==> config.mk <==
export PLATFORM = sky130hd
export DESIGN_NAME = pan_tilt_raster_scan_generator_top
export DESIGN_NICKNAME = d
export VERILOG_FILES = /design/src/hdl/pttrs_pkg.sv /design/src/hdl/pttrs_step.sv /design/src/hdl/pan_tilt_raster_scan_generator_top.sv
export SDC_FILE = /design/constraint.sdc
export NUM_CORES = 1
export LEC_CHECK = 0
export ABC_AREA = 1
export BUFFER_PORTS_ARGS = -buffer_cell sky130_fd_sc_hd__buf_2
export CAP_MARGIN = 25
export CELL_PAD_IN_SITES_DETAIL_PLACEMENT = 1
export CELL_PAD_IN_SITES_GLOBAL_PLACEMENT = 2
export CORE_MARGIN = 5
export CORE_UTILIZATION = 33
export CTS_CLUSTER_DIAMETER = 30
export DETAILED_ROUTE_END_ITERATION = 8
export GPL_ROUTABILITY_DRIVEN = 0
export HOLD_SLACK_MARGIN = 0.15
export PLACE_DENSITY_LB_ADDON = 0.1
export SLEW_MARGIN = 15
export SYNTH_ARGS = -nofsm -noshare
export SYNTH_HDL_FRONTEND = slang
export SYNTH_SLANG_ARGS = --single-unit
==> constraint.sdc <==
create_clock -name clk -period 6.08 [get_ports clk]
set_input_delay 1.216 -clock clk [delete_from_list [all_inputs] [get_ports clk]]
set_output_delay 1.216 -clock clk [all_outputs]
set_load 0.005 [all_outputs]
==> src/hdl/pttrs_pkg.sv <==
// Package for the pan/tilt raster scan generator.
// Holds widths, reset values, register indexes, modes and shared structs.
// No dependencies.
package pttrs_pkg;

  localparam int unsigned ANGLE_FRAC_BITS = 12;
  localparam int unsigned ANG_W   = 14;
  localparam int unsigned STEP_W  = 12;
  localparam int unsigned RANGE_W = 13;
  localparam int unsigned PRNG_W  = 12;
  localparam int unsigned MODE_W  = 2;
  localparam int unsigned CIDX_W  = 4;

  localparam longint unsigned ONE_FR  = 64'd1 << ANGLE_FRAC_BITS;
  localparam longint unsigned ANG_MAX = (64'd1 << ANG_W) - 64'd1;
  localparam longint unsigned STP_MAX = (64'd1 << STEP_W) - 64'd1;

  // Rounded angles in fixed point: 0.2 rad, 2.9 rad, half a degree, pi/2.
  localparam longint unsigned LOW_RAW   = (ONE_FR * 64'd2 + 64'd5) / 64'd10;
  localparam longint unsigned HIGH_RAW  = (ONE_FR * 64'd29 + 64'd5) / 64'd10;
  localparam longint unsigned STEP_RAW  =
    (ONE_FR * 64'd8726646 + 64'd500000000) / 64'd1000000000;
  localparam longint unsigned STARE_RAW =
    (ONE_FR * 64'd1570796327 + 64'd500000000) / 64'd1000000000;

  localparam logic [ANG_W-1:0] LIMIT_LOW_RST =
    ANG_W'((LOW_RAW > ANG_MAX) ? ANG_MAX : LOW_RAW);
  localparam logic [ANG_W-1:0] LIMIT_HIGH_RST =
    ANG_W'((HIGH_RAW > ANG_MAX) ? ANG_MAX : HIGH_RAW);
  localparam logic [STEP_W-1:0] STEP_RST =
    STEP_W'((STEP_RAW > STP_MAX) ? STP_MAX : STEP_RAW);
  localparam logic [ANG_W-1:0] STARE_RST =
    ANG_W'((STARE_RAW > ANG_MAX) ? ANG_MAX : STARE_RAW);

  typedef enum logic [MODE_W-1:0] {
    MODE_IDLE   = 2'd0,
    MODE_RASTER = 2'd1,
    MODE_STARE  = 2'd2
  } mode_t;

  typedef enum logic [CIDX_W-1:0] {
    REG_SCAN_MODE  = 4'd0,
    REG_PAN_LOW    = 4'd1,
    REG_PAN_HIGH   = 4'd2,
    REG_TILT_LOW   = 4'd3,
    REG_TILT_HIGH  = 4'd4,
    REG_STEP_SIZE  = 4'd5,
    REG_STARE_PAN  = 4'd6,
    REG_STARE_TILT = 4'd7
  } cfg_reg_t;

  typedef struct packed {
    logic [MODE_W-1:0] scan_mode;
    logic [ANG_W-1:0]  pan_low;
    logic [ANG_W-1:0]  pan_high;
    logic [ANG_W-1:0]  tilt_low;
    logic [ANG_W-1:0]  tilt_high;
    logic [STEP_W-1:0] step_size;
    logic [ANG_W-1:0]  stare_pan;
    logic [ANG_W-1:0]  stare_tilt;
  } cfg_t;

  typedef struct packed {
    logic [ANG_W-1:0] pan_pos;
    logic [ANG_W-1:0] tilt_pos;
    logic             pan_dir_down;
    logic             tilt_dir_down;
    logic [ANG_W-1:0] last_pan;
    logic [ANG_W-1:0] last_tilt;
  } scan_state_t;

  typedef struct packed {
    mode_t             mode;
    logic [ANG_W-1:0]  point_pan;
    logic [ANG_W-1:0]  point_tilt;
    logic [PRNG_W-1:0] point_range;
  } result_t;

endpackage

==> src/hdl/pttrs_step.sv <==
// Next-state logic of the scan generator for one measurement tick.
// Raster steps pan, handles reversals and tilt stepping; stare moves to
// the stare point, forms the result. Depends on pttrs_pkg.
module pttrs_step (
  input  pttrs_pkg::cfg_t                      cfg,
  input  pttrs_pkg::scan_state_t               cur,
  input  logic [pttrs_pkg::RANGE_W-1:0]        range_cm,
  output pttrs_pkg::scan_state_t               nxt,
  output pttrs_pkg::result_t                   res,
  output logic                                 emit
);

  logic [pttrs_pkg::ANG_W:0]   pan_sum;
  logic [pttrs_pkg::ANG_W:0]   tilt_sum;
  logic [pttrs_pkg::ANG_W-1:0] pan_step;
  logic [pttrs_pkg::ANG_W-1:0] tilt_step;
  logic                        tilt_down;
  logic                        newline;
  pttrs_pkg::mode_t            mode;

  always_comb begin
    case (cfg.scan_mode)
      pttrs_pkg::MODE_RASTER: mode = pttrs_pkg::MODE_RASTER;
      pttrs_pkg::MODE_STARE:  mode = pttrs_pkg::MODE_STARE;
      default:                mode = pttrs_pkg::MODE_IDLE;
    endcase
  end

  // Saturating pan step in the current direction.
  always_comb begin
    if (cur.pan_dir_down) begin
      pan_sum  = '0;
      pan_step = (cur.pan_pos < pttrs_pkg::ANG_W'(cfg.step_size)) ? '0 :
                 cur.pan_pos - pttrs_pkg::ANG_W'(cfg.step_size);
    end else begin
      pan_sum  = {1'b0, cur.pan_pos} + (pttrs_pkg::ANG_W + 1)'(cfg.step_size);
      pan_step = pan_sum[pttrs_pkg::ANG_W] ? '1 : pan_sum[pttrs_pkg::ANG_W-1:0];
    end
  end

  always_comb begin
    if (!cur.pan_dir_down) begin
      newline = (pan_step >= cfg.pan_high);
    end else begin
      newline = (pan_step <= cfg.pan_low);
    end
  end

  // Tilt turns at its limits before its single step on a new line.
  always_comb begin
    if (cur.tilt_pos >= cfg.tilt_high) begin
      tilt_down = 1'b1;
    end else if (cur.tilt_pos <= cfg.tilt_low) begin
      tilt_down = 1'b0;
    end else begin
      tilt_down = cur.tilt_dir_down;
    end
    if (tilt_down) begin
      tilt_sum  = '0;
      tilt_step = (cur.tilt_pos < pttrs_pkg::ANG_W'(cfg.step_size)) ? '0 :
                  cur.tilt_pos - pttrs_pkg::ANG_W'(cfg.step_size);
    end else begin
      tilt_sum  = {1'b0, cur.tilt_pos} + (pttrs_pkg::ANG_W + 1)'(cfg.step_size);
      tilt_step = tilt_sum[pttrs_pkg::ANG_W] ? '1 : tilt_sum[pttrs_pkg::ANG_W-1:0];
    end
  end

  always_comb begin
    nxt = cur;
    case (mode)
      pttrs_pkg::MODE_RASTER: begin
        nxt.pan_pos  = pan_step;
        nxt.last_pan = pan_step;
        if (newline) begin
          nxt.pan_dir_down  = !cur.pan_dir_down;
          nxt.tilt_dir_down = tilt_down;
          nxt.tilt_pos      = tilt_step;
          nxt.last_tilt     = tilt_step;
        end else begin
          nxt.last_tilt = cur.tilt_pos;
        end
      end
      pttrs_pkg::MODE_STARE: begin
        nxt.pan_pos   = cfg.stare_pan;
        nxt.tilt_pos  = cfg.stare_tilt;
        nxt.last_pan  = cfg.stare_pan;
        nxt.last_tilt = cfg.stare_tilt;
      end
      default: begin
        nxt = cur;
      end
    endcase
  end

  assign emit            = !range_cm[pttrs_pkg::RANGE_W-1];
  assign res.mode        = mode;
  assign res.point_pan   = nxt.last_pan;
  assign res.point_tilt  = nxt.last_tilt;
  assign res.point_range = range_cm[pttrs_pkg::PRNG_W-1:0];

endmodule

==> src/hdl/pan_tilt_raster_scan_generator_top.sv <==
// Top level of the pan/tilt raster scan generator.
// Holds the configuration and scan state registers and a two-entry output buffer.
// Depends on pttrs_pkg and pttrs_step.
//
//   Channel | Direction | Handshake            | Payload
//   in_     | input     | in_valid / in_ready  | in_range_cm
//   out_    | output    | out_valid / out_ready| out_mode, out_point_pan/tilt/range
//   cfg_    | input     | cfg_valid / cfg_ready| cfg_index, cfg_data
//
// One transaction is taken per cycle while the skid entry is empty.
// The scan state updates in the accepting cycle from adders and comparators.
// A second output entry lets input continue while the output stalls, until it fills.
// Synchronous active-low reset restores register defaults and empties the buffer.
module pan_tilt_raster_scan_generator_top (
  input  logic                              clk,
  input  logic                              rst_n,
  input  logic                              in_valid,
  output logic                              in_ready,
  input  logic [pttrs_pkg::RANGE_W-1:0]     in_range_cm,
  output logic                              out_valid,
  input  logic                              out_ready,
  output logic [pttrs_pkg::MODE_W-1:0]      out_mode,
  output logic [pttrs_pkg::ANG_W-1:0]       out_point_pan,
  output logic [pttrs_pkg::ANG_W-1:0]       out_point_tilt,
  output logic [pttrs_pkg::PRNG_W-1:0]      out_point_range,
  input  logic                              cfg_valid,
  output logic                              cfg_ready,
  input  logic [pttrs_pkg::CIDX_W-1:0]      cfg_index,
  input  logic [pttrs_pkg::ANG_W-1:0]       cfg_data
);

  pttrs_pkg::cfg_t        cfg_r, cfg_nxt;
  pttrs_pkg::scan_state_t st_r, st_nxt, st_step;
  pttrs_pkg::result_t     res;
  pttrs_pkg::result_t     out_r, out_nxt, skid_r, skid_nxt;
  logic                   out_valid_r, out_valid_nxt, skid_valid_r, skid_valid_nxt;
  logic                   emit, accept, push, pop;

  assign cfg_ready = 1'b1;
  assign in_ready  = !skid_valid_r;
  assign accept    = in_valid && in_ready;
  assign push      = accept && emit;
  assign pop       = out_valid_r && out_ready;

  pttrs_step u_step (
    .cfg      (cfg_r),
    .cur      (st_r),
    .range_cm (in_range_cm),
    .nxt      (st_step),
    .res      (res),
    .emit     (emit)
  );

  always_comb begin
    cfg_nxt = cfg_r;
    if (cfg_valid) begin
      case (pttrs_pkg::cfg_reg_t'(cfg_index))
        pttrs_pkg::REG_SCAN_MODE:  cfg_nxt.scan_mode  = cfg_data[pttrs_pkg::MODE_W-1:0];
        pttrs_pkg::REG_PAN_LOW:    cfg_nxt.pan_low    = cfg_data;
        pttrs_pkg::REG_PAN_HIGH:   cfg_nxt.pan_high   = cfg_data;
        pttrs_pkg::REG_TILT_LOW:   cfg_nxt.tilt_low   = cfg_data;
        pttrs_pkg::REG_TILT_HIGH:  cfg_nxt.tilt_high  = cfg_data;
        pttrs_pkg::REG_STEP_SIZE:  cfg_nxt.step_size  = cfg_data[pttrs_pkg::STEP_W-1:0];
        pttrs_pkg::REG_STARE_PAN:  cfg_nxt.stare_pan  = cfg_data;
        pttrs_pkg::REG_STARE_TILT: cfg_nxt.stare_tilt = cfg_data;
        default:                   cfg_nxt = cfg_r;
      endcase
    end
  end

  assign st_nxt = accept ? st_step : st_r;

  always_comb begin
    out_nxt        = out_r;
    skid_nxt       = skid_r;
    out_valid_nxt  = out_valid_r;
    skid_valid_nxt = skid_valid_r;
    if (pop) begin
      if (skid_valid_r) begin
        out_nxt        = skid_r;
        skid_nxt       = res;
        skid_valid_nxt = push;
      end else begin
        out_nxt       = res;
        out_valid_nxt = push;
      end
    end else if (!out_valid_r) begin
      out_nxt       = res;
      out_valid_nxt = push;
    end else if (push) begin
      skid_nxt       = res;
      skid_valid_nxt = 1'b1;
    end
  end

  always_ff @(posedge clk) begin
    if (!rst_n) begin
      cfg_r.scan_mode     <= pttrs_pkg::MODE_IDLE;
      cfg_r.pan_low       <= pttrs_pkg::LIMIT_LOW_RST;
      cfg_r.pan_high      <= pttrs_pkg::LIMIT_HIGH_RST;
      cfg_r.tilt_low      <= pttrs_pkg::LIMIT_LOW_RST;
      cfg_r.tilt_high     <= pttrs_pkg::LIMIT_HIGH_RST;
      cfg_r.step_size     <= pttrs_pkg::STEP_RST;
      cfg_r.stare_pan     <= pttrs_pkg::STARE_RST;
      cfg_r.stare_tilt    <= pttrs_pkg::STARE_RST;
      st_r.pan_pos        <= pttrs_pkg::STARE_RST;
      st_r.tilt_pos       <= pttrs_pkg::STARE_RST;
      st_r.pan_dir_down   <= 1'b0;
      st_r.tilt_dir_down  <= 1'b0;
      st_r.last_pan       <= '0;
      st_r.last_tilt      <= '0;
      out_valid_r         <= 1'b0;
      skid_valid_r        <= 1'b0;
    end else begin
      cfg_r        <= cfg_nxt;
      st_r         <= st_nxt;
      out_valid_r  <= out_valid_nxt;
      skid_valid_r <= skid_valid_nxt;
    end
  end

  always_ff @(posedge clk) begin
    out_r  <= out_nxt;
    skid_r <= skid_nxt;
  end

  assign out_valid       = out_valid_r;
  assign out_mode        = out_r.mode;
  assign out_point_pan   = out_r.point_pan;
  assign out_point_tilt  = out_r.point_tilt;
  assign out_point_range = out_r.point_range;

  // The skid entry is only ever occupied behind a full output entry.
  a_skid_behind_out: assert property (@(posedge clk) disable iff (!rst_n)
    skid_valid_r |-> out_valid_r)
    else $error("skid entry valid while output entry empty");

  // A failed range accepted while the output entry is empty leaves it empty.
  a_failed_no_push: assert property (@(posedge clk) disable iff (!rst_n)
    (accept && in_range_cm[pttrs_pkg::RANGE_W-1] && !out_valid_r) |=> !out_valid_r)
    else $error("failed range produced a result");

  // A stare transaction moves the head to the stare point.
  a_stare_move: assert property (@(posedge clk) disable iff (!rst_n)
    (accept && cfg_r.scan_mode == pttrs_pkg::MODE_STARE) |=>
    (st_r.pan_pos == $past(cfg_r.stare_pan) && st_r.tilt_pos == $past(cfg_r.stare_tilt)))
    else $error("stare did not reach the stare point");

  // Without an accepted transaction the scan state holds.
  a_state_hold: assert property (@(posedge clk) disable iff (!rst_n)
    !accept |=> $stable(st_r))
    else $error("scan state changed without a transaction");

endmodule
[Yosys cells after proc, flatten, opt, wreduce, memory -nomap -nowiden]
Index checks and enable logic that the tools add are counted.
Word-level totals
  register bits after elaboration: 242
  latch bits: 0
  bits in writable memories: 0
  bits in read-only memories: 0
  input port bits: 36
  output and inout bits: 45
  word-level logic and storage cells: 100
  memories: 0
Operators by class
  add/sub/neg operators: 4
  multipliers: 0
  divide/modulo/power cells: 0
  magnitude comparators: 6
  equal/unequal tests: 15
  shift operators: 0
  muxes and demuxes: 28
  bitwise logic cells: 0
  reductions and logical operators: 23
Operators with widths (number)
  42-bit 2-to-1 mux: 7
  28-bit case mux with 2 select lines: 2
  14-bit 2-to-1 mux: 7
  14-bit by 12-bit adder with 15-bit output: 2
  14-bit greater-or-equal comparator: 2
  14-bit less-or-equal comparator: 2
  14-bit by 12-bit < comparator with 1-bit output: 2
  14-bit by 12-bit subtractor with 14-bit output: 2
  2-bit AND reduction: 10
  4-bit by 3-bit == test with 1-bit output (second input constant): 4
  16-bit 2-to-1 mux: 1
  1-bit 2-to-1 mux: 10
  3-bit AND reduction: 3
  4-bit by 2-bit == test with 1-bit output (second input constant): 2
  2-bit nonzero test: 3
  2-bit by 1-bit == test with 1-bit output (second input constant): 2
  2-bit == test (second input constant): 2
  4-bit by 1-bit == test with 1-bit output (second input constant): 1
  4-bit logical NOT: 1
  2-bit by 1-bit != test with 1-bit output (second input constant): 2
  2-bit != test (second input constant): 2
  2-bit case mux with 2 select lines: 1
  1-bit logical AND: 3
  1-bit logical NOT: 3

[Longest topological paths before layout]
  depth in word-level cells: 10
  gate-level depth with buffers: 31
  gate-level depth less buffers: 29

[Hierarchy]
A second synthesis with hierarchy kept.
Second synthesis, totals
  cell total of the unflattened synthesis: 2299
  area, all modules: 15626.2 um2
Modules (own cells, without submodules)
  pan_tilt_raster_scan_generator_top: instances 1, cells each 1038, area each 9067.4 um2, seq. area each 5685.5 um2
  pttrs_step: instances 1, cells each 1261, area each 6558.8 um2, seq. area each 0.0 um2

[Worst setup path after synthesis]
OpenSTA, ideal clock, no wires.
  path kind: input-to-reg
  start point: input out_ready
  end point: register skid_r[0] in the netlist's numbering (enable)
  library setup time: 0.500 ns
  data arrival time: 5.317 ns
  required time: 5.580 ns
  setup slack: 0.264 ns
  stages on the path: 3
  buffers on the path: 0
  cells stage by stage: inv_1 > nand2_1 > o21ai_0
On the way
  cells in the longest elaborated chain, start to end: 3
  elaborated cells between the ends (all ways): 5
  classes of those cells: eq/ne (1); reduce/logical (4)
Ends and longest elaborated chain
  from (decl): RTL line pan_tilt_raster_scan_generator_top.sv:21  | input logic out_ready,
  1-bit logical AND (*): RTL line pan_tilt_raster_scan_generator_top.sv:43  | assign pop = out_valid_r && out_ready;
  2-bit != test (no source line) / 2-bit nonzero test (equally long branches)
  3-bit AND reduction (no source line) (*)
  to (signal assigned): RTL line pan_tilt_raster_scan_generator_top.sv:124  | skid_r <= skid_nxt;
  to (decl): RTL line pan_tilt_raster_scan_generator_top.sv:35  | pttrs_pkg::result_t out_r, out_nxt, skid_r, skid_nxt;
Every way passes the cells marked *; elsewhere a longest branch is shown, timed or not.
A chain may end at the register's enable or synchronous reset.

[Final worst setup path]
  start point: register cfg_r[37] in the netlist's numbering
  end point: register st_r[41] in the netlist's numbering
On the way
  cells in the longest elaborated chain, start to end: 7
  elaborated cells between the ends (all ways): 19
  classes of those cells: add/sub (4); order compare (4); eq/ne (1); mux (9); reduce/logical (1)
Ends and longest elaborated chain
  from (decl): RTL line pan_tilt_raster_scan_generator_top.sv:32  | pttrs_pkg::cfg_t cfg_r, cfg_nxt;
  from (signal assigned): RTL line pan_tilt_raster_scan_generator_top.sv:115  | cfg_r <= cfg_nxt;
  14-bit by 12-bit adder with 15-bit output, or another cell as far along: RTL line pttrs_step.sv:36  | pan_sum = {1'b0, cur.pan_pos} + (pttrs_pkg::ANG_W + 1)'(cfg.step_size);
  14-bit 2-to-1 mux (on tied branches): RTL line pttrs_step.sv:37, pttrs_step.sv:33
  14-bit 2-to-1 mux: RTL line pttrs_step.sv:31  | if (cur.pan_dir_down) begin
  14-bit greater-or-equal comparator / 14-bit less-or-equal comparator (equally long branches): RTL line pttrs_step.sv:43, pttrs_step.sv:45
  1-bit 2-to-1 mux: RTL line pttrs_step.sv:42  | if (!cur.pan_dir_down) begin
  2-bit by 1-bit != test with 1-bit output (no source line)
  3-bit AND reduction (no source line)
  to (signal assigned): RTL line pan_tilt_raster_scan_generator_top.sv:116  | st_r <= st_nxt;
  to (decl): RTL line pan_tilt_raster_scan_generator_top.sv:33  | pttrs_pkg::scan_state_t st_r, st_nxt, st_step;
Parallel ways exist; a longest one is shown, timed or not. The select of a mux whose other input is x is not followed.

==> results_dict.tcl <==
set metrics [dict create \
    initial_core_util 0.333 \
    synth_flop_cell "dfxtp_1" \
    wl_met2_mm 24.8 \
    gr-usage-all-layers 0.220 \
    powerDensity_nw_per_um2 319 \
    yosysTopAreaCellShare 0.210 \
    cp-startpoint "cfg_r[37]" \
    rr_endpoint "st_r[41]" \
    io_pins 81 \
    drive_above_1_share 0.149 \
    final_cell_area_sq_um 18300 \
    die_w_um 224 \
    rsz0062_at_grt "no" \
    yosys.area.top_type "dfxtp_1" \
    ys_async_sr_fraction 0 \
    crit_path_end_kind "flop" \
    firstDrtPassIters 5 \
    dpl.hpwl_mm 40.9 \
    required_ns 6.49 \
    clock_path_buffers 3 \
    r2r_cells 24 \
    power.leakage_nw 8.90 \
    yosys.cell_types.count 53 \
    hold_end "cfg_r[52]" \
    grt_overflow_total 0 \
    hp-start "cfg_r[52]" \
    holdWs_ns 0.460 \
    detailed_place.area_sq_um 16000 \
    insertion_delay_ns 0.58 \
    cts_tree "built" \
    ys_top_cells_by_area "dfxtp_1 (21%), edfxtp_1 (17%), nand2_1 (14%)" \
    wirelength_met1_mm 27.7 \
    dieArea_sq_um 50100 \
    antenna_found_initial 0 \
    viasPerCell 4.98 \
    cpMostUsedCell "nand2_1" \
    hold_viol 0 \
    synthTopCellsByCount "nand2_1 (559), inv_1 (268), dfxtp_1 (158)" \
    core_area_sq_um 45300 \
    clock_sinks 242 \
    hold_depth 2 \
    fin_ws_ns 1.19 \
    fin_setup_tns_ns 0 \
    finalCritPeriodShare 0.804 \
    fmax_mhz 204 \
    tightest_slew_ns 0.982 \
    num_vias 14026 \
    wl_met3_mm 2.27 \
    critical_path.top_delay_family "simple AND/OR/NAND/NOR gates" \
    critical_path_class "flop to flop" \
    yosysSeqAreaShare 0.377 \
    ant_nets 0 \
    slew_headroom 0.343 \
    grt_max_degree 79 \
    ff2ff_setup_slack_ns 1.19 \
    fin_nets 2302 \
    htreeDepth 3 \
    rr_startpoint "cfg_r[37]" \
    num_rows 78 \
    area_delta_synth_final_pct 21.5 \
    finalClockSkew_ns 0.0294 \
    setup_viol 0 \
    slew_viol_final 0 \
    syn-instance-count 2076 \
    cp_slowest_stage_delay_ns 0.47 \
    io_buffers 79 \
    ys_warn_count 0 \
    arrival_ns 5.30 \
    status "finished, final reports clean" \
    postCtsSetupBuffers 0 \
    path_clk_slew_ns 0.05 \
    synth-edff-count 84 \
    avgSynthCellArea_sq_um 7.26 \
    grt_pass1_vias 14266 \
    crit_buf_inv 4 \
    cts-resized-gates 0 \
    crit_path_max_fanout 23 \
    drv_cap 0 \
    dpl_worst_slack_ns 1.23 \
    peakVddDrop_mv 0.177 \
    drcViolationCount 0 \
    grt_first_pass_wirelength_mm 85.4 \
    power_w 0.00584 \
    hp-class "flop to flop" \
    cts_buffers 71 \
    synth_seq_cells 242 \
    drtIter0Drc 734 \
    wl_mm 55.9 \
    cts_root_buffer "clkbuf_16" \
    wl_per_cell_um 19.9 \
    syn_nets 2222 \
    startpoint_type "flop" \
    highest_layer "met4" \
    yosysMostFrequentCell "nand2_1" \
    crit_slowest_cell "ha_1" \
    hold_buffers 0 \
    synthesis.area_sq_um 15100 \
    finalCriticalPeriod_ns 4.89 \
    die_height_um 224 \
    crit_chain "inv_1, ha_1, inv_2, a21oi_2, o21ai_1, a22oi_2, nand2_2, nor2_4, nand3_2, nand2_1, inv_1, ha_1, nand2_1, nor2_1, and2_1, nand3_1, nand2_1, a21oi_2, nor2_8, nand3_2, nand2_2, inv_1, nand2_1, nand3_1" \
]
logic make-up after synthesis:
family                   synth area share
buffers and inverters               0.102
other                            0.000249
AND/OR/NAND/NOR                     0.263
AO/OA/AOI/OAI                       0.147
flip-flops                          0.377
XOR/XNOR                           0.0167
adder cells (fa/ha/maj)            0.0933
registers in the layout, summed over array words and instances (netlist names):
signal	cells
out_point_range	12
out_point_tilt	14
out_valid	1
st_r	58
out_point_pan	14
skid_r	42
skid_valid_r	1
out_mode	2
cfg_r	98
worst reg2reg max path, stage by stage (launching register included):
cell and delay (ns):
dfxtp_1 0.36, inv_1 0.09, ha_1 0.47, inv_2 0.11, a21oi_2 0.16, o21ai_1 0.12, a22oi_2 0.14, nand2_2 0.10
nor2_4 0.40, nand3_2 0.16, nand2_1 0.15, inv_1 0.09, ha_1 0.30, nand2_1 0.05, nor2_1 0.17, and2_1 0.19
nand3_1 0.08, nand2_1 0.08, a21oi_2 0.08, nor2_8 0.37, nand3_2 0.22, nand2_2 0.39, inv_1 0.24, nand2_1 0.10
nand3_1 0.07
worst max path at each step:
stage | to | cells after the start
5_1_grt | st_r[31] | 24
3_3_place_gp | st_r[41] | 26
4_1_cts | st_r[41] | 23
6_report | st_r[41] | 24
2_1_floorplan | skid_r[0] | 3
3_5_place_dp | st_r[41] | 23
per-stage QoR:
step / instances / utilization
after floorplan: 2076 / -
after global placement: 2682 / 0.352
after detailed placement: 2683 / 0.352
after CTS: 2813 / 0.405
after global routing: 2813 / 0.405
final: 2814 / 0.405
final cells by class:
class | count | area [sq um]
Timing Repair Buffer | 97 | 546
Antenna cell | 1 | 2.50
Inverter | 291 | 1090
Clock inverter | 42 | 390
Clock buffer | 88 | 1970
Multi-Input combinational cell | 1453 | 7880
Tap cell | 600 | 751
Sequential cell | 242 | 5690
Fill cell | 5622 | 27000
power breakdown:
part,leakage (nW),internal [W],total [W],switching (W)
sequential,2.15,0.00174,0.00176,0.0000266
clock,1.15,0.00250,0.00361,0.00111
combinational,5.60,0.000148,0.000468,0.000320
total,8.90,0.00438,0.00584,0.00145
placed cells by master (no fill, tap or decap), types with 24 or more instances in the layout:
cell | netlist | layout
clkbuf_16 | 0 | 73
nor2_1 | 155 | 151
a21oi_1 | 156 | 156
ha_1 | 106 | 105
nand2_1 | 559 | 558
dfxtp_1 | 158 | 158
edfxtp_1 | 84 | 84
buf_2 | 13 | 78
o21ai_0 | 108 | 107
xor2_1 | 24 | 24
o21ai_1 | 35 | 35
nand4_1 | 25 | 25
inv_1 | 268 | 268
nand3_1 | 121 | 121
per-layer routing:
metal,global-route usage,up-vias
li1,-,6902
met1,0.313,6784
met2,0.352,276
met3,0.0309,64
met4,0.0617,0
met5,0,-
(Power assumes the default switching activity.)
